===== src/design/pic_pkg.sv =====
// shared constants, index maps and types of the point-in-triangle classifier
package pic_pkg;

  localparam int COORD_BITS_DEF = 16;

  // configuration register indexes
  localparam int REG_IDX_BITS = 3;
  localparam logic [REG_IDX_BITS-1:0] REG_AX = 3'd0;
  localparam logic [REG_IDX_BITS-1:0] REG_AY = 3'd1;
  localparam logic [REG_IDX_BITS-1:0] REG_BX = 3'd2;
  localparam logic [REG_IDX_BITS-1:0] REG_BY = 3'd3;
  localparam logic [REG_IDX_BITS-1:0] REG_CX = 3'd4;
  localparam logic [REG_IDX_BITS-1:0] REG_CY = 3'd5;
  localparam int NUM_REGS = 6;

  // coordinate differences
  localparam int D_PAX = 0;
  localparam int D_PAY = 1;
  localparam int D_PBX = 2;
  localparam int D_PBY = 3;
  localparam int D_PCX = 4;
  localparam int D_PCY = 5;
  localparam int D_BAX = 6;
  localparam int D_BAY = 7;
  localparam int D_CBX = 8;
  localparam int D_CBY = 9;
  localparam int D_ACX = 10;
  localparam int D_ACY = 11;
  localparam int NUM_DIFF = 12;

  // products: operand pairs, added or subtracted two by two in the next stage
  localparam int NUM_PROD = 20;
  localparam int PROD_A [NUM_PROD] = '{
    D_PAX, D_PAY,  // edge ab cross
    D_PBX, D_PBY,  // edge bc cross
    D_PCX, D_PCY,  // edge ca cross
    D_BAX, D_BAY,  // triangle area
    D_BAX, D_BAY,  // |ab|^2
    D_ACX, D_ACY,  // |ac|^2
    D_CBX, D_CBY,  // |bc|^2
    D_PAX, D_PAY,  // (p-a).(p-b)
    D_PAX, D_PAY,  // (p-a).(p-c)
    D_PBX, D_PBY   // (p-b).(p-c)
  };
  localparam int PROD_B [NUM_PROD] = '{
    D_BAY, D_BAX,
    D_CBY, D_CBX,
    D_ACY, D_ACX,
    D_ACY, D_ACX,
    D_BAX, D_BAY,
    D_ACX, D_ACY,
    D_CBX, D_CBY,
    D_PBX, D_PBY,
    D_PCX, D_PCY,
    D_PCX, D_PCY
  };

  // sums of product pairs
  localparam int S_C1  = 0;
  localparam int S_C2  = 1;
  localparam int S_C3  = 2;
  localparam int S_DG  = 3;
  localparam int S_LAB = 4;
  localparam int S_LAC = 5;
  localparam int S_LBC = 6;
  localparam int S_DAB = 7;
  localparam int S_DAC = 8;
  localparam int S_DBC = 9;
  localparam int NUM_SUM = 10;
  localparam logic SUM_SUB [NUM_SUM] = '{
    1'b1, 1'b1, 1'b1, 1'b1, 1'b0, 1'b0, 1'b0, 1'b0, 1'b0, 1'b0
  };

  typedef enum logic [1:0] {
    LOC_INSIDE  = 2'd0,
    LOC_BORDER  = 2'd1,
    LOC_OUTSIDE = 2'd2
  } pic_loc_e;

  // sign code of a cross product: {negative, zero}
  typedef struct packed {
    logic [2:0] cr_neg;   // edges ab, bc, ca
    logic [2:0] cr_zero;  // edges ab, bc, ca
    logic       degen;
    logic       ab_lt_ac;
    logic       ab_lt_bc;
    logic       ac_lt_bc;
    logic       dot_ab_le;
    logic       dot_ac_le;
    logic       dot_bc_le;
  } pic_flags_t;

endpackage


===== src/design/pic_sum.sv =====
// stage three: crosses, squared lengths and dot products from product pairs
module pic_sum #(
  parameter int COORD_BITS = pic_pkg::COORD_BITS_DEF
) (
  input  logic                                           clk_i,
  input  logic                                           rst_ni,
  input  logic                                           valid_i,
  output logic                                           ready_o,
  input  logic [pic_pkg::NUM_PROD-1:0][2*COORD_BITS+1:0] prod_i,
  output logic                                           valid_o,
  input  logic                                           ready_i,
  output logic [pic_pkg::NUM_SUM-1:0][2*COORD_BITS+2:0]  sum_o
);

  localparam int PW = 2 * (COORD_BITS + 1);
  localparam int SW = PW + 1;

  logic                                valid_q;
  logic [pic_pkg::NUM_SUM-1:0][SW-1:0] sum_d, sum_q;
  logic [SW-1:0]                       op_a, op_b;

  always_comb begin
    op_a = '0;
    op_b = '0;
    for (int k = 0; k < pic_pkg::NUM_SUM; k++) begin
      op_a = {prod_i[2*k][PW-1], prod_i[2*k]};
      op_b = {prod_i[2*k+1][PW-1], prod_i[2*k+1]};
      sum_d[k] = pic_pkg::SUM_SUB[k] ? (op_a - op_b) : (op_a + op_b);
    end
  end

  assign ready_o = !valid_q || ready_i;

  always_ff @(posedge clk_i or negedge rst_ni) begin
    if (!rst_ni) begin
      valid_q <= 1'b0;
    end else if (ready_o) begin
      valid_q <= valid_i;
    end
  end

  always_ff @(posedge clk_i) begin
    if (valid_i && ready_o) begin
      sum_q <= sum_d;
    end
  end

  assign valid_o = valid_q;
  assign sum_o   = sum_q;

endmodule


===== config.mk =====
export PLATFORM = sky130hd
export DESIGN_NAME = pic_sum
export DESIGN_NICKNAME = d
export VERILOG_FILES = /design/src/design/pic_pkg.sv /design/src/design/pic_sum.sv
export SDC_FILE = /design/constraint.sdc
export NUM_CORES = 1
export LEC_CHECK = 0
export ABC_AREA = 1
export BUFFER_PORTS_ARGS = -buffer_cell sky130_fd_sc_hd__buf_2
export CAP_MARGIN = 0
export CORE_AREA = 2 2 406 408
export CTS_BUF_LIST = sky130_fd_sc_hd__clkbuf_8
export CTS_CLUSTER_SIZE = 8
export DETAILED_ROUTE_END_ITERATION = 6
export DIE_AREA = 0 0 408 410
export GPL_TIMING_DRIVEN = 0
export REMOVE_ABC_BUFFERS = 1
export SYNTH_ARGS = -nofsm -noshare
export SYNTH_HDL_FRONTEND = slang
export SYNTH_SLANG_ARGS = --single-unit

===== constraint.sdc =====
create_clock -name clk_i -period 56.9 [get_ports clk_i]
set_input_delay 0 -clock clk_i [delete_from_list [all_inputs] [get_ports clk_i]]
set_output_delay 0 -clock clk_i [all_outputs]
set_load 0.01 [all_outputs]

# ---- Yosys cells after proc, flatten, opt, wreduce, memory -nomap -nowiden
# Cells that the tools add are included.
dict set report word_totals {
  regBits 351
  out_inout_bits 352
}
dict set report classes {
  add_sub_neg 10
  reduce_logical 3
}
# operator count
set op_table {}
lappend op_table {{adder 34 x 34 -> 35 bit} 6}
lappend op_table {{subtractor 34 x 34 -> 35 bit} 4}
lappend op_table {{logical AND 1 bit} 1}
lappend op_table {{zero test 1 bit} 1}
lappend op_table {{logical OR 1 bit} 1}

# ---- Longest topological paths before layout
dict set report depth {
  depth_word 3
  mapped_depth 14
  mapped_depth_nobuf 14
}

# ---- Worst setup path before layout
# OpenSTA, ideal clock, no wires.
dict set report synth_path {
  path_kind {register to register}
  startpoint {reg valid_q, in the netlist valid_o}
  endpoint {reg sum_q (netlist bit sum_o[0]) (enable)}
  setup_time_ps 1179
  arrival_time_ps 17224
  path_slack_ps 38497
  path_stages_with_launch 2
  path_buffers 0
  synth_period_minus_slack_ps 18403
  cell_sequence {dfrtp_1 -> a21oi_1}
}
dict set report synth_between {
  elab_chain_cells 3
}
# item line_no
set synth_rtl {}
lappend synth_rtl {{from (decl)} pic_sum.sv:18} ;# logic valid_q;
lappend synth_rtl {{from (signal assigned)} pic_sum.sv:38} ;# valid_q <= valid_i;
lappend synth_rtl {{zero test 1 bit} pic_sum.sv:32} ;# assign ready_o = !valid_q || ready_i;
lappend synth_rtl {{logical OR 1 bit} pic_sum.sv:32}
lappend synth_rtl {{logical AND 1 bit} pic_sum.sv:43} ;# if (valid_i && ready_o) begin
lappend synth_rtl {{to (signal assigned)} pic_sum.sv:44} ;# sum_q <= sum_d;
lappend synth_rtl {{to (decl)} pic_sum.sv:19} ;# logic [pic_pkg::NUM_SUM-1:0][SW-1:0] sum_d, sum_q;
# No other way between the ends.
# A chain may end at the register's enable or synchronous reset.

==> metrics.md <==
| Metric | Value |
|---|---|
| Worst Path Arrival | 4400 ps |
| Max Cap Viol | 0 |
| Max-Slew Margin vs Limit | 37.6% |
| Slowest CP cell | dlygate4sd3_1 |
| Pleak | 0.0284 uW |
| Vias per std cell | 4.40 |
| Critical path endpoint category | flip-flop |
| Most frequent cells in the layout | 1,798 x nand2_1, 1,047 x inv_1, 1,035 x buf_2, 983 x dlygate4sd3_1, 543 x nor2_1 |
| Nets | 8,455 |
| WP data required | 57,400 ps |
| Post-synth cell types | 25 |
| H-tree Lvls | 3 |
| Run status | finished clean |
| Synthesized instance count | 5,306 |
| Clock transition at path regs | 60 ps |
| Syn Area/Cell | 6.59 um^2 |
| Cells taking the most area after synthesis | edfxtp_1 30%, nand2_1 19%, ha_1 12%, inv_1 11%, nor2_1 5.8% |
| Hold path depth | 4 |
| Pre-CTS setup slack | 53,750 ps |
| Seq/Total Area, Yosys | 30.1% |
| Most common cell after layout, fill and taps aside | nand2_1 |
| Worst r2r dst | sum_o[74] |
| Synth warn | 0 |
| Rows | 149 |
| Die W | 408 um |
| Power Density | 20.3 nW/um^2 |
| Initial antenna violation count | 36 |
| Reg2Reg Setup Slack | 54,000 ps |
| Drt wl/cell | 18.5 um |
| M2 GR Usage | 35.6% |
| M1 GR Usage | 25.0% |
| Min-delay src | prod_i[529] |
| Die Area | 167,000 um^2 |
| Final Cell Area | 54,500 um^2 |
| RSZ-0062 raised after global routing | no |
| Register bit total from synthesis | 351 |
| CTS tree | built |
| Share of the synthesized area in the top cell type | 30.1% |
| Worst r2r src | valid_o |
| Hold EP | sum_o[264] |
| Layout cells sized above 1 | 17.1% |
| First-pass GRT wire length | 260 mm |
| GRT busiest layer | met2 |
| Global placement routability congestion | 0.961 |
| Dpl cell area | 43,200 um^2 |
| Met3 Use GR | 3.82% |
| Setup TNS | 0 ps |
| Clk sinks | 351 |
| CTS Buf Count | 80 |
| Starting density of the core | 21.4% |
| Root cell of the clock tree | clkbuf_8 |
| Routed Antenna Nets | 0 |
| Crit-path cells | dlygate4sd3_1 > buf_2 > dlygate4sd3_1 > ha_1 > inv_1 > fa_1 > inv_1 > nand3_1 > nand3_1 > nand2_1 > nand2_2 > nand2_1 > nand2_2 > nand2_1 > nand3_1 > dlygate4sd3_1 > nand2_1 > dlygate4sd3_1 |
| Dominant cell type by area after synthesis | edfxtp_1 |
| Maximum vdd ir drop | 0.0147 mV |
| Worst-case clock skew | 32.3 ps |
| Setup Buffers After CTS | 0 |
| DRT iter0 DRCs | 2,653 |
| Setup Crit Path Kind | in2reg |
| Final wirelength | 179 mm |
| Detailed placement HPWL | 148 mm |
| Power Total | 1110 uW |
| Hold crit path type | in2reg |
| # DRC | 0 |
| Worst R2R Path Depth | 7 |
| Setup violation total in the final timing report | 0 |
| DRT Pass-1 Iters | 7 |
| Min Clock Period, post-route | 3900 ps |
| Worst path max stage delay | 560 ps |
| Crit path launch type | input port |
| Actual slew at the worst max-slew pin | 934 ps |
| Filler instances | 17.7k |
| Grt total ovfl | 0 |
| Crit Path Max Fanout | 3 |
| Mapped Area | 35,000 um^2 |
| Total core area | 163,000 um^2 |
| Largest net degree at the start of global routing | 30 |
| Skew-Pair Late Insertion Delay | 780 ps |
| Worst setup margin | 53,000 ps |
| Final period utilization | 6.86% |
| Syn-to-layout area delta | 55.8% |
| Die Y | 410 um |
| Input/output buffers | 1,035 |
| Clock Path Buffers | 3 |
| Final hold viol count | 0 |
| Via count | 42.6k |
| Io pins | 1,036 |
| Tot GR Track Use | 20.6% |
| Vias in the first global route | 42.5k |
| Final Max Slew Viols | 0 |
| Fmax | 256 MHz |
[state kept, by name, indices dropped and copies added, names as in the netlist]
register and flops:
sum_o 350, valid_o 1
[how the worst max path moves through the flow]
| stage | cells after the start | from | end | slack, ps |
|---|---|---|---|---|
| after global routing | 18 | prod_i[306] | sum_o[172] | 52950 |
| after CTS | 18 | prod_i[306] | sum_o[172] | 53260 |
| after global placement | 1 | valid_o | sum_o[23] | 26740 |
| final | 18 | prod_i[306] | sum_o[172] | 53000 |
| after floorplan | 1 | valid_o | sum_o[0] | 38500 |
| after detailed placement | 9 | prod_i[488] | sum_o[266] | 53750 |
[critical path, delay by kind of cell]
| family | cells | cell delay [ps] |
|---|---|---|
| buffers and inverters | 7 | 2510 |
| adders and majority gates | 2 | 920 |
| and+or+nand+nor | 9 | 940 |
[final cells by class]
cell class	instances	area [um^2]	share of cell area, %
Antenna cell	17	42.5	0.0781
Clock buffer	81	1110	2.05
Clock inverter	54	275	0.505
Inverter	1029	3860	7.09
Multi-Input combinational cell	3926	20600	37.8
Sequential cell	351	10500	19.3
Tap cell	2189	2740	5.03
Timing Repair Buffer	2033	15300	28.1
[power breakdown]
part	switching (uW)	total [uW]	leakage, uW	internal [uW]
registers	11.4	338	0.00336	327
clock network	143	279	0.000775	136
logic	275	491	0.0243	216
total	430	1110	0.0284	679
[cells in the mapped netlist]
| cell | instances |
|---|---|
| nand2_1 | 1798 |
| inv_1 | 1029 |
| nor2_1 | 543 |
| a21oi_1 | 355 |
| edfxtp_1 | 350 |
| ha_1 | 340 |
| nand3_1 | 229 |
| o21ai_0 | 167 |
| xor2_1 | 157 |
| nand2_2 | 76 |
| nor3_1 | 76 |
| o21bai_1 | 42 |
| nand4_1 | 40 |
| nand3_2 | 29 |
| nor2_2 | 17 |
| xnor2_1 | 13 |
| fa_1 | 10 |
| o21a_1 | 10 |
| a21boi_0 | 9 |
| a21o_1 | 4 |
| and2_1 | 4 |
| nor4_1 | 4 |
| nor2_4 | 2 |
| a21oi_2 | 1 |
| dfrtp_1 | 1 |
[layer usage]
metal  up-vias  routed length (um)
li1      21048                   -
met1     19633               75700
met2      1579               84700
met3       316               10800
met4        28                7910
met5         -                 184
[kinds of logic (layout without fill, tap and decap cells)]
| kind of cell | Yosys count | after routing | share of synthesized area (%) |
|---|---|---|---|
| xor gates and xnor gates | 170 | 170 | 4.26 |
| and+or+nand+nor | 2818 | 2818 | 32.9 |
| other | 0 | 17 | 0 |
| DFF | 351 | 351 | 30.1 |
| adders and majority gates | 350 | 350 | 12.7 |
| buffers and inverters | 1029 | 3197 | 11.0 |
| AOI/OAI and AO/OA | 588 | 588 | 8.89 |
[metrics by stage]
stage | cells | hold slack (ps) | utilization (%)
finish | 9680 | 101 | 33.3
global placement | 8530 | -224 | 26.2
floorplan | 5306 | -296 | -
CTS | 9663 | 1.37 | 33.3
detailed placement | 8545 | -221 | 26.4
global route | 9675 | 40.3 | 33.3
[repair_timing]
item                      CTS  global route
hold buffers              983             0
gates resized for setup     0             0
hold endpoints to repair  392             0
Power figures use the tool's default switching activity.
