`config.mk`:
```
export PLATFORM = sky130hd
export DESIGN_NAME = pic_diff
export DESIGN_NICKNAME = d
export VERILOG_FILES = /design/src/design/pic_pkg.sv /design/src/design/pic_diff.sv
export SDC_FILE = /design/constraint.sdc
export NUM_CORES = 1
export LEC_CHECK = 0
export ABC_CLOCK_PERIOD_IN_PS = 6800
export BUFFER_PORTS_ARGS = -buffer_cell sky130_fd_sc_hd__buf_4
export CAP_MARGIN = 20
export CORE_ASPECT_RATIO = 2
export CORE_MARGIN = 3
export CORE_UTILIZATION = 35
export DETAILED_ROUTE_END_ITERATION = 7
export HOLD_SLACK_MARGIN = 0.12
export MAX_ROUTING_LAYER = met4
export PLACE_DENSITY = 0.63
export SLEW_MARGIN = 20
export SYNTH_ARGS = -nofsm -noshare
export SYNTH_HDL_FRONTEND = slang
export SYNTH_SLANG_ARGS = --single-unit
```
`constraint.sdc`:
```
create_clock -name clk_i -period 6.8 [get_ports clk_i]
set_input_delay 1.36 -clock clk_i [delete_from_list [all_inputs] [get_ports clk_i]]
set_output_delay 1.36 -clock clk_i [all_outputs]
set_load 0.02 [all_outputs]
```
`src/design/pic_pkg.sv`:
```
// shared constants, index maps and types of the point-in-triangle classifier
package pic_pkg;

  localparam int COORD_BITS_DEF = 16;

  // configuration register indexes
  localparam int REG_IDX_BITS = 3;
  localparam logic [REG_IDX_BITS-1:0] REG_AX = 3'd0;
  localparam logic [REG_IDX_BITS-1:0] REG_AY = 3'd1;
  localparam logic [REG_IDX_BITS-1:0] REG_BX = 3'd2;
  localparam logic [REG_IDX_BITS-1:0] REG_BY = 3'd3;
  localparam logic [REG_IDX_BITS-1:0] REG_CX = 3'd4;
  localparam logic [REG_IDX_BITS-1:0] REG_CY = 3'd5;
  localparam int NUM_REGS = 6;

  // coordinate differences
  localparam int D_PAX = 0;
  localparam int D_PAY = 1;
  localparam int D_PBX = 2;
  localparam int D_PBY = 3;
  localparam int D_PCX = 4;
  localparam int D_PCY = 5;
  localparam int D_BAX = 6;
  localparam int D_BAY = 7;
  localparam int D_CBX = 8;
  localparam int D_CBY = 9;
  localparam int D_ACX = 10;
  localparam int D_ACY = 11;
  localparam int NUM_DIFF = 12;

  // products: operand pairs, added or subtracted two by two in the next stage
  localparam int NUM_PROD = 20;
  localparam int PROD_A [NUM_PROD] = '{
    D_PAX, D_PAY,  // edge ab cross
    D_PBX, D_PBY,  // edge bc cross
    D_PCX, D_PCY,  // edge ca cross
    D_BAX, D_BAY,  // triangle area
    D_BAX, D_BAY,  // |ab|^2
    D_ACX, D_ACY,  // |ac|^2
    D_CBX, D_CBY,  // |bc|^2
    D_PAX, D_PAY,  // (p-a).(p-b)
    D_PAX, D_PAY,  // (p-a).(p-c)
    D_PBX, D_PBY   // (p-b).(p-c)
  };
  localparam int PROD_B [NUM_PROD] = '{
    D_BAY, D_BAX,
    D_CBY, D_CBX,
    D_ACY, D_ACX,
    D_ACY, D_ACX,
    D_BAX, D_BAY,
    D_ACX, D_ACY,
    D_CBX, D_CBY,
    D_PBX, D_PBY,
    D_PCX, D_PCY,
    D_PCX, D_PCY
  };

  // sums of product pairs
  localparam int S_C1  = 0;
  localparam int S_C2  = 1;
  localparam int S_C3  = 2;
  localparam int S_DG  = 3;
  localparam int S_LAB = 4;
  localparam int S_LAC = 5;
  localparam int S_LBC = 6;
  localparam int S_DAB = 7;
  localparam int S_DAC = 8;
  localparam int S_DBC = 9;
  localparam int NUM_SUM = 10;
  localparam logic SUM_SUB [NUM_SUM] = '{
    1'b1, 1'b1, 1'b1, 1'b1, 1'b0, 1'b0, 1'b0, 1'b0, 1'b0, 1'b0
  };

  typedef enum logic [1:0] {
    LOC_INSIDE  = 2'd0,
    LOC_BORDER  = 2'd1,
    LOC_OUTSIDE = 2'd2
  } pic_loc_e;

  // sign code of a cross product: {negative, zero}
  typedef struct packed {
    logic [2:0] cr_neg;   // edges ab, bc, ca
    logic [2:0] cr_zero;  // edges ab, bc, ca
    logic       degen;
    logic       ab_lt_ac;
    logic       ab_lt_bc;
    logic       ac_lt_bc;
    logic       dot_ab_le;
    logic       dot_ac_le;
    logic       dot_bc_le;
  } pic_flags_t;

endpackage

```
`src/design/pic_diff.sv`:
```
// stage one: sign-extended coordinate differences
module pic_diff #(
  parameter int COORD_BITS = pic_pkg::COORD_BITS_DEF
) (
  input  logic                                             clk_i,
  input  logic                                             rst_ni,
  input  logic                                             valid_i,
  output logic                                             ready_o,
  input  logic [COORD_BITS-1:0]                            point_x_i,
  input  logic [COORD_BITS-1:0]                            point_y_i,
  input  logic [pic_pkg::NUM_REGS-1:0][COORD_BITS-1:0]     vtx_i,
  output logic                                             valid_o,
  input  logic                                             ready_i,
  output logic [pic_pkg::NUM_DIFF-1:0][COORD_BITS:0]       diff_o
);

  localparam int DW = COORD_BITS + 1;

  logic                                valid_q;
  logic [pic_pkg::NUM_DIFF-1:0][DW-1:0] diff_d, diff_q;
  logic [COORD_BITS-1:0]               ax, ay, bx, by, cx, cy;

  function automatic logic [DW-1:0] sub_ext(input logic [COORD_BITS-1:0] a,
                                            input logic [COORD_BITS-1:0] b);
    return {a[COORD_BITS-1], a} - {b[COORD_BITS-1], b};
  endfunction

  assign ax = vtx_i[pic_pkg::REG_AX];
  assign ay = vtx_i[pic_pkg::REG_AY];
  assign bx = vtx_i[pic_pkg::REG_BX];
  assign by = vtx_i[pic_pkg::REG_BY];
  assign cx = vtx_i[pic_pkg::REG_CX];
  assign cy = vtx_i[pic_pkg::REG_CY];

  always_comb begin
    diff_d[pic_pkg::D_PAX] = sub_ext(point_x_i, ax);
    diff_d[pic_pkg::D_PAY] = sub_ext(point_y_i, ay);
    diff_d[pic_pkg::D_PBX] = sub_ext(point_x_i, bx);
    diff_d[pic_pkg::D_PBY] = sub_ext(point_y_i, by);
    diff_d[pic_pkg::D_PCX] = sub_ext(point_x_i, cx);
    diff_d[pic_pkg::D_PCY] = sub_ext(point_y_i, cy);
    diff_d[pic_pkg::D_BAX] = sub_ext(bx, ax);
    diff_d[pic_pkg::D_BAY] = sub_ext(by, ay);
    diff_d[pic_pkg::D_CBX] = sub_ext(cx, bx);
    diff_d[pic_pkg::D_CBY] = sub_ext(cy, by);
    diff_d[pic_pkg::D_ACX] = sub_ext(ax, cx);
    diff_d[pic_pkg::D_ACY] = sub_ext(ay, cy);
  end

  assign ready_o = !valid_q || ready_i;

  always_ff @(posedge clk_i or negedge rst_ni) begin
    if (!rst_ni) begin
      valid_q <= 1'b0;
    end else if (ready_o) begin
      valid_q <= valid_i;
    end
  end

  always_ff @(posedge clk_i) begin
    if (valid_i && ready_o) begin
      diff_q <= diff_d;
    end
  end

  assign valid_o = valid_q;
  assign diff_o  = diff_q;

endmodule

```
* After elaboration in Yosys (flattened, before gate mapping)
Index checks and enable logic that the tools add are counted. W data, S select, Z words.
Storage, ports and cells: bits of input ports 132, flip-flop bits (word level) 205, logic and storage cells 28, output and inout port bits 206
Operators by class: reduce and logical (&&, ||, !) cells 3, add/subtract/negate cells 12
Operator list (count):
- $sub A16 B16 Y17 | 12
- $logic_and A1 B1 Y1 | 1
- $logic_not A1 Y1 | 1
- $logic_or A1 B1 Y1 | 1

* Longest topological paths before layout
word-level depth 3, gate-level depth with buffers 9, mapped depth without buffers 9

* Worst setup path after synthesis
OpenSTA, ideal clock, no wires.
path kind input-to-reg, from input port ready_i, to register diff_q (netlist bit diff_o[0]) (enable), data arrival time 6.306 ns, buffers on the path 0, path slack -0.095 ns, stages on the path 2, path through nand2b_1 -> and2_1
Between the ends: cells in the longest elaborated chain, start to end 2
RTL lines:
- from (decl) | RTL line pic_diff.sv:13 | input logic ready_i,
- $logic_or A1 B1 Y1 | RTL line pic_diff.sv:50 | assign ready_o = !valid_q || ready_i;
- $logic_and A1 B1 Y1 | RTL line pic_diff.sv:61 | if (valid_i && ready_o) begin
- to (signal assigned) | RTL line pic_diff.sv:62 | diff_q <= diff_d;
- to (decl) | RTL line pic_diff.sv:20 | logic [pic_pkg::NUM_DIFF-1:0][DW-1:0] diff_d, diff_q;
Every way passes these cells. A chain may end at the register's enable or synchronous reset.

==> impl_metrics.csv <==
group,metric,value,unit
logic_synthesis,ys_seq_area_share,38.77,%
power,powerDensity,226.6,nW/µm²
outcome,status,"finished, final reports clean",
clocking,htreeDepth,1,
min_path,hold_path.class,"reg -> reg",
sta,maxSlewHeadroom,40.05,%
worst_setup_path,reg2reg_depth,3,
floorplanning,initial_core_util,35.68,%
worst_setup_path,required,7070,ps
clocking,postCtsHoldBufs,0,
global_route,grt_pass1_wl,84510,µm
worst_setup_path,crit_chain,"buf_4, ha_1, fa_1, nand2b_1, a21oi_1, o31ai_1, o31ai_1, mux2i_1, o311ai_0",
route,via_per_inst,5.476,
sta,slew_violations,0,
clocking,cts.clk_slew.worst_paths,60,ps
place,port-buffer-count,337,
floorplanning,die_height,307.1,µm
global_route,grt-ovfl-total,0,
finish,drive_above_1_share,20.35,%
worst_setup_path,cp.arrival,3630,ps
worst_setup_path,startpoint,"vtx_i[0]",
logic_synthesis,synth_area,15870,µm²
floorplanning,die_w,156.5,µm
worst_setup_path,worstSetupStartpointType,"input port",
logic_synthesis,synth-seq-cells,205,
sta,tightest_slew,899.3,ps
global_route,grt_antenna_before_repair,5,
sta,fin_worst_skew,23.55,ps
worst_setup_path,cp-endpoint,"diff_o[116]",
logic_synthesis,postSynthCellCount,1603,
worst_setup_path,crit_path_max_incr_delay,500,ps
clocking,clk_path_buf_depth,3,
sta,setup_slack,3434,ps
worst_setup_path,cp_common_cell,"o31ai_1",
sta,rsz0062_at_grt,"no",
global_route,grt.total_usage,24.35,%
clocking,clk_latency,540,ps
power,cellLeakagePower,8.757,nW
floorplanning,rows,109,
global_route,grt_max_degree,97,
finish,syn2layout_area_growth,24.85,%
route,drc,0,
route,wire_per_inst,23.44,µm
logic_synthesis,synthTopCellsByArea,"edfxtp_1, ha_1, xnor2_1",
route,ant_nets,0,
worst_setup_path,rrSetupSlack,4450,ps
logic_synthesis,synth-main-ff-cell,"edfxtp_1",
clocking,numCtsBuffers,22,
finish,layout.nets,2281,
place,place_ws,2926,ps
flow_run,timing.max_cap.violations,0,
logic_synthesis,yosys.area.top_type,"edfxtp_1",
floorplanning,core-area,44460,µm²
power,ir_drop,0.0002043,V
route,drt-total-wl,59080,µm
sta,hold_viol,0,
logic_synthesis,synthArstFlopShare,0.4878,%
sta,period_minus_slack,3366,ps
logic_synthesis,synth_fp_nets,1939,
floorplanning,dieArea,48070,µm²
worst_setup_path,cp_max_fo,4,
route,drt-pass1-iter-count,5,
route,dr.first_iter.drc_count,615,
worst_setup_path,rr_endpoint,"diff_o[48]",
sta,fin_tns_setup,0,ps
place,gp_congestion,0.9771,
worst_setup_path,slowest_stage,"fa_1",
logic_synthesis,synth_edf_count,204,
floorplanning,ios,338,
worst_setup_path,end_kind,"register",
worst_setup_path,criticalPathCategory,"in -> reg",
clocking,post-cts-setup-buffers,0,
place,post-dp-hpwl,49740,µm
clocking,cts.sinks,205,
sta,timing.fmax,0.2971,GHz
global_route,grt_pass1_vias,14030,
logic_synthesis,yosysUniqueCellTypes,80,
clocking,postCtsResizedCells,0,
logic_synthesis,synth_top_area_share,38.61,%
sta,finalSetupViolCount,0,
logic_synthesis,synth_warnings,0,
route,num_vias,13810,
logic_synthesis,avgSynthCellArea,9.897,µm²
sta,post-route-period-util,49.50,%
clocking,cts_tree,"done",
sta,holdWs,556.1,ps
worst_setup_path,r2r-start,"valid_o",
clocking,root_buffer,"clkbuf_16",
registers in the layout, indices dropped and copies added, names as in the netlist:
signal / flops
valid_o: 1
diff_o: 204
cell usage in the layout (no fill, tap or decap), types with 24 or more instances in the layout:
| master | instances |
|---|---|
| a21o_1 | 51 |
| a21oi_1 | 135 |
| buf_4 | 338 |
| edfxtp_1 | 204 |
| ha_1 | 192 |
| inv_1 | 161 |
| nand2_1 | 94 |
| nand2b_1 | 29 |
| nand3_1 | 25 |
| nor2_1 | 113 |
| nor2b_1 | 39 |
| nor3_1 | 24 |
| o21a_1 | 44 |
| o21ai_0 | 81 |
| xnor2_1 | 94 |
| xor2_1 | 36 |
worst min-delay path by stage:
| stage | start | endpoint | slack, ps | cells past startpoint |
|---|---|---|---|---|
| 2_1_floorplan | valid_o | valid_o | 780 | 2 |
| 3_3_place_gp | valid_o | valid_o | 520 | 2 |
| 3_5_place_dp | valid_o | valid_o | 550 | 2 |
| 4_1_cts | valid_o | valid_o | 570 | 2 |
| 5_1_grt | rst_ni | valid_o | 570 | 1 |
| 6_report | valid_o | valid_o | 560 | 2 |
cells in the mapped netlist, drive strengths merged (5+ instances only):
| master | instances |
|---|---|
| or3 | 6 |
| nand2b | 29 |
| clkbuf | 18 |
| xnor2 | 94 |
| o31ai | 16 |
| o21ai | 84 |
| nor2 | 113 |
| o311ai | 5 |
| o31a | 15 |
| nand3 | 25 |
| a21boi | 6 |
| fa | 12 |
| o21bai | 7 |
| a2111oi | 6 |
| nor3 | 24 |
| a221oi | 8 |
| nand3b | 8 |
| a21oi | 136 |
| o22ai | 5 |
| o21a | 44 |
| nand2 | 94 |
| nand4 | 17 |
| nor4 | 6 |
| nor2b | 40 |
| a21o | 52 |
| and3 | 8 |
| a211o | 8 |
| o2111ai | 9 |
| xor2 | 36 |
| inv | 161 |
| a211oi | 16 |
| o211ai | 17 |
| ha | 192 |
| edfxtp | 204 |
| mux2i | 8 |
| a31oi | 21 |
kinds of logic after synthesis:
group	synth area share [%]
xor+xnor	7.177
simple gates	12.07
compound gates	20.43
flops	38.77
mux	0.5757
fa+ha+maj	16.66
buf+inv	4.322
where the power goes:
group | total [mW] | leakage [nW] | switching [mW] | internal [mW]
sequential | 1.65 | 1.95 | 0.0510 | 1.60
combinational | 1.53 | 6.45 | 0.914 | 0.620
clock | 1.30 | 0.358 | 0.558 | 0.747
total | 4.49 | 8.76 | 1.52 | 2.97
layer usage:
metal  part of all wire, %  up-vias  global-route usage, %
li1                      -     6620                      -
met1                    31     6471                  21.45
met2                    53      550                  45.30
met5                     0        -                      -
met3                   6.9      165                  5.098
met4                   8.2        0                  16.36
final cells by class:
cell class | instances | area [µm²]
Clock inverter | 13 | 156.4
Tap cell | 555 | 694.4
Clock buffer | 27 | 600.6
Inverter | 161 | 604.3
Sequential cell | 205 | 6151
Multi-Input combinational cell | 1216 | 9031
Timing Repair Buffer | 339 | 2557
Fill cell | 4330 | 24650
Antenna cell | 5 | 12.51
critical path, delay by kind of cell:
family	cells	cell delay (ps)
AOI/OAI and AO/OA	4	960
adders and majority gates	2	760
buffers and inverters	1	120
muxes	1	220
and+or+nand+nor	1	200
per-stage QoR:
stage	instance area (µm²)	util [%]	std cells	power (mW)
after global routing	19810	44.55	2521	4.716
after floorplan	15870	-	1603	2.625
after detailed placement	19040	42.82	2476	3.206
after CTS	19800	44.52	2516	4.529
after global placement	19040	42.82	2476	3.194
final	19810	44.55	2521	4.489
(Power assumes the default switching activity.)
