$ cat src/design/pic_pkg.sv
// shared constants, index maps and types of the point-in-triangle classifier
package pic_pkg;

  localparam int COORD_BITS_DEF = 16;

  // configuration register indexes
  localparam int REG_IDX_BITS = 3;
  localparam logic [REG_IDX_BITS-1:0] REG_AX = 3'd0;
  localparam logic [REG_IDX_BITS-1:0] REG_AY = 3'd1;
  localparam logic [REG_IDX_BITS-1:0] REG_BX = 3'd2;
  localparam logic [REG_IDX_BITS-1:0] REG_BY = 3'd3;
  localparam logic [REG_IDX_BITS-1:0] REG_CX = 3'd4;
  localparam logic [REG_IDX_BITS-1:0] REG_CY = 3'd5;
  localparam int NUM_REGS = 6;

  // coordinate differences
  localparam int D_PAX = 0;
  localparam int D_PAY = 1;
  localparam int D_PBX = 2;
  localparam int D_PBY = 3;
  localparam int D_PCX = 4;
  localparam int D_PCY = 5;
  localparam int D_BAX = 6;
  localparam int D_BAY = 7;
  localparam int D_CBX = 8;
  localparam int D_CBY = 9;
  localparam int D_ACX = 10;
  localparam int D_ACY = 11;
  localparam int NUM_DIFF = 12;

  // products: operand pairs, added or subtracted two by two in the next stage
  localparam int NUM_PROD = 20;
  localparam int PROD_A [NUM_PROD] = '{
    D_PAX, D_PAY,  // edge ab cross
    D_PBX, D_PBY,  // edge bc cross
    D_PCX, D_PCY,  // edge ca cross
    D_BAX, D_BAY,  // triangle area
    D_BAX, D_BAY,  // |ab|^2
    D_ACX, D_ACY,  // |ac|^2
    D_CBX, D_CBY,  // |bc|^2
    D_PAX, D_PAY,  // (p-a).(p-b)
    D_PAX, D_PAY,  // (p-a).(p-c)
    D_PBX, D_PBY   // (p-b).(p-c)
  };
  localparam int PROD_B [NUM_PROD] = '{
    D_BAY, D_BAX,
    D_CBY, D_CBX,
    D_ACY, D_ACX,
    D_ACY, D_ACX,
    D_BAX, D_BAY,
    D_ACX, D_ACY,
    D_CBX, D_CBY,
    D_PBX, D_PBY,
    D_PCX, D_PCY,
    D_PCX, D_PCY
  };

  // sums of product pairs
  localparam int S_C1  = 0;
  localparam int S_C2  = 1;
  localparam int S_C3  = 2;
  localparam int S_DG  = 3;
  localparam int S_LAB = 4;
  localparam int S_LAC = 5;
  localparam int S_LBC = 6;
  localparam int S_DAB = 7;
  localparam int S_DAC = 8;
  localparam int S_DBC = 9;
  localparam int NUM_SUM = 10;
  localparam logic SUM_SUB [NUM_SUM] = '{
    1'b1, 1'b1, 1'b1, 1'b1, 1'b0, 1'b0, 1'b0, 1'b0, 1'b0, 1'b0
  };

  typedef enum logic [1:0] {
    LOC_INSIDE  = 2'd0,
    LOC_BORDER  = 2'd1,
    LOC_OUTSIDE = 2'd2
  } pic_loc_e;

  // sign code of a cross product: {negative, zero}
  typedef struct packed {
    logic [2:0] cr_neg;   // edges ab, bc, ca
    logic [2:0] cr_zero;  // edges ab, bc, ca
    logic       degen;
    logic       ab_lt_ac;
    logic       ab_lt_bc;
    logic       ac_lt_bc;
    logic       dot_ab_le;
    logic       dot_ac_le;
    logic       dot_bc_le;
  } pic_flags_t;

endpackage

$ cat src/design/pic_class.sv
// stages four and five: sign and compare flags, then the location code
module pic_class #(
  parameter int COORD_BITS = pic_pkg::COORD_BITS_DEF
) (
  input  logic                                          clk_i,
  input  logic                                          rst_ni,
  input  logic                                          valid_i,
  output logic                                          ready_o,
  input  logic [pic_pkg::NUM_SUM-1:0][2*COORD_BITS+2:0] sum_i,
  output logic                                          valid_o,
  input  logic                                          ready_i,
  output logic [1:0]                                    location_o
);

  localparam int SW = 2 * (COORD_BITS + 1) + 1;

  logic                valid_f_q, valid_l_q;
  logic                ready_f, ready_l;
  pic_pkg::pic_flags_t flags_d, flags_q;
  pic_pkg::pic_loc_e   loc_d, loc_q;
  logic [1:0]          sc0, sc1, sc2;
  logic                z0, z1, z2;
  logic                seg_bc, on_seg, border;

  function automatic logic le_zero(input logic [SW-1:0] v);
    return v[SW-1] || (v == '0);
  endfunction

  // flag stage
  always_comb begin
    flags_d.cr_neg[0]  = sum_i[pic_pkg::S_C1][SW-1];
    flags_d.cr_neg[1]  = sum_i[pic_pkg::S_C2][SW-1];
    flags_d.cr_neg[2]  = sum_i[pic_pkg::S_C3][SW-1];
    flags_d.cr_zero[0] = (sum_i[pic_pkg::S_C1] == '0);
    flags_d.cr_zero[1] = (sum_i[pic_pkg::S_C2] == '0);
    flags_d.cr_zero[2] = (sum_i[pic_pkg::S_C3] == '0);
    flags_d.degen      = (sum_i[pic_pkg::S_DG] == '0);
    flags_d.ab_lt_ac   = $signed(sum_i[pic_pkg::S_LAB]) < $signed(sum_i[pic_pkg::S_LAC]);
    flags_d.ab_lt_bc   = $signed(sum_i[pic_pkg::S_LAB]) < $signed(sum_i[pic_pkg::S_LBC]);
    flags_d.ac_lt_bc   = $signed(sum_i[pic_pkg::S_LAC]) < $signed(sum_i[pic_pkg::S_LBC]);
    flags_d.dot_ab_le  = le_zero(sum_i[pic_pkg::S_DAB]);
    flags_d.dot_ac_le  = le_zero(sum_i[pic_pkg::S_DAC]);
    flags_d.dot_bc_le  = le_zero(sum_i[pic_pkg::S_DBC]);
  end

  // location stage
  always_comb begin
    z0  = flags_q.cr_zero[0];
    z1  = flags_q.cr_zero[1];
    z2  = flags_q.cr_zero[2];
    sc0 = {flags_q.cr_neg[0], z0};
    sc1 = {flags_q.cr_neg[1], z1};
    sc2 = {flags_q.cr_neg[2], z2};
    // longest pair: ab unless ac strictly longer, then bc if strictly longer still
    seg_bc = flags_q.ab_lt_ac ? flags_q.ac_lt_bc : flags_q.ab_lt_bc;
    // the ca edge cross is zero exactly when (p-a)x(c-a) is
    if (seg_bc) begin
      on_seg = z1 && flags_q.dot_bc_le;
    end else if (flags_q.ab_lt_ac) begin
      on_seg = z2 && flags_q.dot_ac_le;
    end else begin
      on_seg = z0 && flags_q.dot_ab_le;
    end
    border = (z0 && sc1 == sc2) || (z1 && sc0 == sc2) || (z2 && sc0 == sc1) ||
             (z0 && z1) || (z0 && z2) || (z1 && z2);
    if (flags_q.degen) begin
      loc_d = on_seg ? pic_pkg::LOC_BORDER : pic_pkg::LOC_OUTSIDE;
    end else if (sc0 == sc1 && sc1 == sc2) begin
      loc_d = pic_pkg::LOC_INSIDE;
    end else if (border) begin
      loc_d = pic_pkg::LOC_BORDER;
    end else begin
      loc_d = pic_pkg::LOC_OUTSIDE;
    end
  end

  assign ready_l = !valid_l_q || ready_i;
  assign ready_f = !valid_f_q || ready_l;

  always_ff @(posedge clk_i or negedge rst_ni) begin
    if (!rst_ni) begin
      valid_f_q <= 1'b0;
      valid_l_q <= 1'b0;
    end else begin
      if (ready_f) begin
        valid_f_q <= valid_i;
      end
      if (ready_l) begin
        valid_l_q <= valid_f_q;
      end
    end
  end

  always_ff @(posedge clk_i) begin
    if (valid_i && ready_f) begin
      flags_q <= flags_d;
    end
    if (valid_f_q && ready_l) begin
      loc_q <= loc_d;
    end
  end

  assign ready_o    = ready_f;
  assign valid_o    = valid_l_q;
  assign location_o = loc_q;

endmodule
$ cat config.mk
export PLATFORM = sky130hd
export DESIGN_NAME = pic_class
export DESIGN_NICKNAME = d
export VERILOG_FILES = /design/src/design/pic_pkg.sv /design/src/design/pic_class.sv
export SDC_FILE = /design/constraint.sdc
export NUM_CORES = 1
export LEC_CHECK = 0
export ABC_AREA = 0
export BUFFER_PORTS_ARGS = -buffer_cell sky130_fd_sc_hd__buf_2
export CORE_AREA = 2 2 140 142
export DETAILED_ROUTE_END_ITERATION = 12
export DIE_AREA = 0 0 142 144
export HOLD_SLACK_MARGIN = 0.03
export PLACE_DENSITY = 0.47
export SYNTH_ARGS = -nofsm -noshare
export SYNTH_HDL_FRONTEND = slang
export SYNTH_SLANG_ARGS = --single-unit
$ cat constraint.sdc
create_clock -name clk_i -period 2 [get_ports clk_i]
set_clock_uncertainty 0.1 [all_clocks]
set_input_delay 0 -clock clk_i [delete_from_list [all_inputs] [get_ports clk_i]]
set_output_delay 0 -clock clk_i [all_outputs]
set_load 0.1 [all_outputs]
Yosys cells after proc, flatten, opt, wreduce, memory -nomap -nowiden
Cells that the tools add are included.
Operators by class
  $lt $le $gt $ge: 3
  eq/ne operators: 3
  mux-type cells: 7
  reductions and logical operators: 31
Operators with widths (count)
  logical NOT 35 bit: 7
  < comparator 35 bit: 3
  logical AND 1 bit: 12
  logical OR 1 bit: 10
  2-to-1 mux 2 bit: 4
  equality test 2 bit: 3
  2-to-1 mux 1 bit: 3
  logical NOT 1 bit: 2
Storage, ports and cells
  register bits: 17
  bits of input ports: 354
  output and inout bits: 4

Logic depth before layout (Yosys ltp)
  depth in word-level cells: 10
  gate-level depth with buffers: 8
  mapped depth without buffers: 8

Worst setup path before layout
Ideal clock, no wire load.
  path kind: reg2reg
  start point: reg valid_l_q, in the netlist valid_o
  end point: reg flags_q[0] (netlist bit), enable pin
  arrival: 2.575 ns
  data required time: 1.594 ns
  path slack: -0.982 ns
  stages on the path, launching flop included: 3
  buffers on the path: 0
  path through: dfrtp_1 nand3b_1 and2_1
Between the ends
  longest elaborated chain between the ends: 4
Ends and longest elaborated chain
  start: declaration: line pic_class.sv:17  | logic valid_f_q, valid_l_q;
  start signal: assignment: line pic_class.sv:89  | valid_l_q <= valid_f_q;
  logical NOT 1 bit: line pic_class.sv:77  | assign ready_l = !valid_l_q || ready_i;
  logical OR 1 bit: line pic_class.sv:77
  logical OR 1 bit: line pic_class.sv:78  | assign ready_f = !valid_f_q || ready_l;
  via ready_o: line pic_class.sv:8  | output logic ready_o,
  logical AND 1 bit: line pic_class.sv:95  | if (valid_i && ready_f) begin
  end signal: assignment: line pic_class.sv:96  | flags_q <= flags_d;
  end: declaration: line pic_class.sv:19  | pic_pkg::pic_flags_t flags_d, flags_q;
The timed path passes the listed nets, and every way through them passes these cells.
A chain may end at the register's enable or synchronous reset.

Final worst setup path
  start point: reg flags_q[7] (netlist bit)
  end point: reg loc_q[1], in the netlist location_o[1], data pin
Between the ends
  longest elaborated chain between the ends: 10
  elaborated cells on any way between the ends: 20
  those cells by class: eq/ne: 2; mux: 6; reduce/logical: 12
Ends and longest elaborated chain
  equality test 2 bit: line pic_class.sv:64  | border = (z0 && sc1 == sc2) || (z1 && sc0 == sc2) || (z2 && sc0 == sc1) ||
  logical AND 1 bit: line pic_class.sv:64
  logical OR 1 bit (3 in series): line pic_class.sv:64
  logical OR 1 bit (2 in series): line pic_class.sv:65  | (z0 && z1) || (z0 && z2) || (z1 && z2);
  2-to-1 mux 2 bit: line pic_class.sv:70  | end else if (border) begin
  2-to-1 mux 2 bit: line pic_class.sv:68  | end else if (sc0 == sc1 && sc1 == sc2) begin
  2-to-1 mux 2 bit *: line pic_class.sv:66  | if (flags_q.degen) begin
  via loc_d[1]: line pic_class.sv:20  | pic_pkg::pic_loc_e loc_d, loc_q;
  end signal: assignment: line pic_class.sv:99  | loc_q <= loc_d;
  end: declaration: line pic_class.sv:20
Mark *: on every way through the listed nets, which the timed path passes. The rest lies on a longest branch.

==> results.yml <==
outcome:
  outcome: "complete, no violations"
synth:
  synth_edf_count: 15
  seq_area_frac_synth_pct: 13.6
  synth_cell_type_count: 35
  synth_top_area_cell: "ha_1"
  syn-mean-instance-area_um2: 7.81
  synth_compound_area_share_pct: 15.6
  syn-instance-count: 470
  synth-simple-area-share_pct: 26.0
  synth_nets: 929
  synth.area.top_cells: "ha_1 36%, edfxtp_1 12%, nor4_1 10%, inv_1 7.2%, a21oi_1 5.9%"
  synth_top_family_by_area: "adder cells"
  async_flop_share_pct: 11.8
  synth_ff_type: "edfxtp_1"
  synth_area_mm2: 0.00367
  synth_mux_area_share_pct: 1.09
  synthAdderAreaFrac_pct: 35.8
  synth-xor-area-share_pct: 0.716
  synth_top_area_share_pct: 35.8
  ys_ff_latch: 17
  ys_warn_count: 0
route:
  drtIter0Drc: 101
  route.detailed.drc: 0
  wl_per_cell_um: 14.1
  ant_nets: 0
  viasPerCell: 4.40
  routed_wl_um: 15900
  dr.pass1.iters: 4
  vias: 4953
placed_design:
  io_buffer_count: 357
  dp_cells: 1097
  place_hpwl_um: 14800
  gp_congestion: 0.790
global_route:
  grt_max_degree: 14
  grt_first_pass_wirelength_um: 23100
  antenna_found_initial: 3
  grtUsageTotal_pct: 14.3
  overflow: 0
  grt_pass1_vias: 4933
clock_network:
  post-cts-setup-buffer-count: 0
  clock_latency_ns: 0.25
  htreeDepth: 1
  cts_buffers: 3
  clk_path_buf_depth: 2
  cts_tree: "built"
  cts.sinks: 17
  path_clk_slew_ns: 0.05
  root_buffer: "clkbuf_16"
finish:
  multi_input_area_mm2: 0.00294
  nets: 1345
  fillers: 2097
  syn_to_final_growth_pct: 72.8
  ff_latch_area_um2: 504
  stdcell_count: 1125
  drive_gt1_share_pct: 45.6
power_and_ir_drop:
  p_int_mw: 1.26
  switching_share_pct: 34.9
  comb_power_share_pct: 56.6
  clock_power_share_pct: 20.9
  irDropWorstVdd_uv: 283
  seqPwrFrac_pct: 22.5
  leakage_nw: 3.50
  power_density_mw_per_mm2: 305
  p_sw_uw: 676
floorplanning:
  initial_utilization_pct: 19.2
  core_mm2: 0.0191
  num_rows: 51
  fp.dieH_um: 144
  die-area_mm2: 0.0204
  num_io_pins: 358
  dieWidth_um: 142
sta:
  clock.fmax_ghz: 0.530
  finalCriticalPeriod_ns: 1.89
  finalSetupTns_ns: 0
  rsz0062_at_grt: "no"
  holdWs_ns: 0.0247
  setup_viol_count_final: 0
  finalMaxSlewViolations: 0
  period_share_pct: 94.3
  tightest_slew_ns: 0.505
  finalHoldViolCount: 0
  slew_headroom_pct: 66.6
critical_path:
  critPathRequiredTime_ns: 2.00
  critPathArrivalTime_ns: 1.88
  critPathLaunchType: "flip-flop"
  endpoint_kind: "flip-flop"
  crit_fanout: 3
  critPathKind: "flip-flop to flip-flop"
min_path:
  worstHoldPathType: "input pin to flip-flop"
job:
  drv_cap: 0
[stage by stage]
stage / cell area, µm² / total power, mW / setup WS (ns) / util (%)
3_3_place_gp: 6000 / 1.51 / -0.138 / 31.5
3_5_place_dp: 6000 / 1.50 / -0.200 / 31.5
2_1_floorplan: 3680 / 0.923 / -0.298 / -
4_1_cts: 6300 / 1.96 / 0.0539 / 33.0
6_report: 6340 / 1.94 / 0.114 / 33.2
5_1_grt: 6340 / 2.12 / 0.0316 / 33.2
[flip-flops by register name (all words and copies together), names as in the netlist]
| register | flops |
|---|---|
| flags_q | 13 |
| location_o | 2 |
| valid_f_q | 1 |
| valid_o | 1 |
[cell usage in the layout (no fill, tap or decap), types with 2 or more instances in the layout]
cell / count
ha_1: 104
o21ai_1: 5
a221oi_1: 3
nand2_1: 36
diode_2: 2
xor2_1: 3
nor3_1: 9
clkbuf_16: 3
buf_2: 357
a211oi_1: 8
inv_1: 70
buf_4: 32
a2bb2oi_1: 2
o21ai_0: 12
and4_1: 2
nor2b_1: 3
dlygate4sd3_1: 22
o21a_1: 2
nand3_1: 13
nand2b_1: 6
nor4_1: 60
a31o_2: 3
mux2i_1: 4
nor2_1: 18
a21o_1: 8
edfxtp_1: 15
and2_1: 3
nand4_1: 21
a21oi_1: 43
[path summary, 6_finish.rpt]
check	end	start	cells after the start	slack, ns
setup / recovery	location_o[1]$_DFFE_PP_	flags_q[7]$_DFFE_PP_	5	0.11
hold / removal	flags_q[9]$_DFFE_PP_	sum_i[85]	4	0.02
setup reg to reg	location_o[1]$_DFFE_PP_	flags_q[7]$_DFFE_PP_	5	0.11
hold reg to reg	valid_o$_DFFE_PN0P_	valid_f_q$_DFFE_PN0N_	1	0.39
max in group asynchronous	valid_o$_DFFE_PN0P_	rst_ni	3	1.14
min in group asynchronous	valid_o$_DFFE_PN0P_	rst_ni	3	0.51
[timing repair]
| item | CTS | global route |
|---|---|---|
| endpoints found under the hold margin | 13 | 0 |
| resized for setup | 0 | 5 |
| hold buffers | 22 | 0 |
| endpoints found under the setup margin | 0 | 4 |
[worst max-delay path: stages, from the launching register on]
cell	delay, ns
edfxtp_1	0.42
ha_1	0.30
nor3b_1	0.04
or4_4	0.42
a221o_1	0.29
o22ai_2	0.16
[synth_stat cells (3+ instances only)]
master / instances
ha_1: 105
inv_1: 70
nor4_1: 61
a21oi_1: 43
nand2_1: 36
nand4_1: 21
nor2_1: 18
edfxtp_1: 15
nand3_1: 13
o21ai_0: 12
nor3_1: 9
a211oi_1: 8
a21o_1: 8
nand2b_1: 6
o21ai_1: 5
a221oi_1: 4
and2_1: 4
mux2i_1: 4
a31o_2: 3
nor2b_1: 3
xor2_1: 3
[final cells by class]
cell class,instances,area share [%]
inverter,70,4.14
multi-input combinational,383,46.4
sequential,17,7.95
antenna,2,0.0789
clock inverter,1,0.0789
timing repair buffer,411,35.4
tap,238,4.70
clock buffer,3,1.18
[cell families (layout without fill, tap and decap cells)]
| kind of cell | after synthesis | count (layout) |
|---|---|---|
| flip-flops | 17 | 17 |
| multiplexers | 4 | 4 |
| buffers and inverters | 70 | 485 |
| adder cells (fa/ha/maj) | 105 | 105 |
| other | 0 | 2 |
| XOR/XNOR | 3 | 3 |
| AO/OA/AOI/OAI | 94 | 94 |
| AND/OR/NAND/NOR | 177 | 177 |
[routing by layer]
| layer | up-vias | GRT usage [%] | share of wire [%] |
|---|---|---|---|
| met5 | - | 0 | 0 |
| li1 | 2620 | - | - |
| met1 | 2150 | 16.1 | 40 |
| met4 | 0 | 1.00 | 0.41 |
| met2 | 177 | 28.6 | 53 |
| met3 | 6 | 2.85 | 6.4 |
[power by group through the flow]
stage / Clock [mW] / Combinational, mW / Sequential (mW)
after floorplan: 0 / 0.437 / 0.486
after global placement: 0 / 1.06 / 0.443
after detailed placement: 0 / 1.06 / 0.443
after CTS: 0.427 / 1.10 / 0.436
after global routing: 0.443 / 1.24 / 0.439
final: 0.405 / 1.10 / 0.435
(Power assumes the default switching activity.)
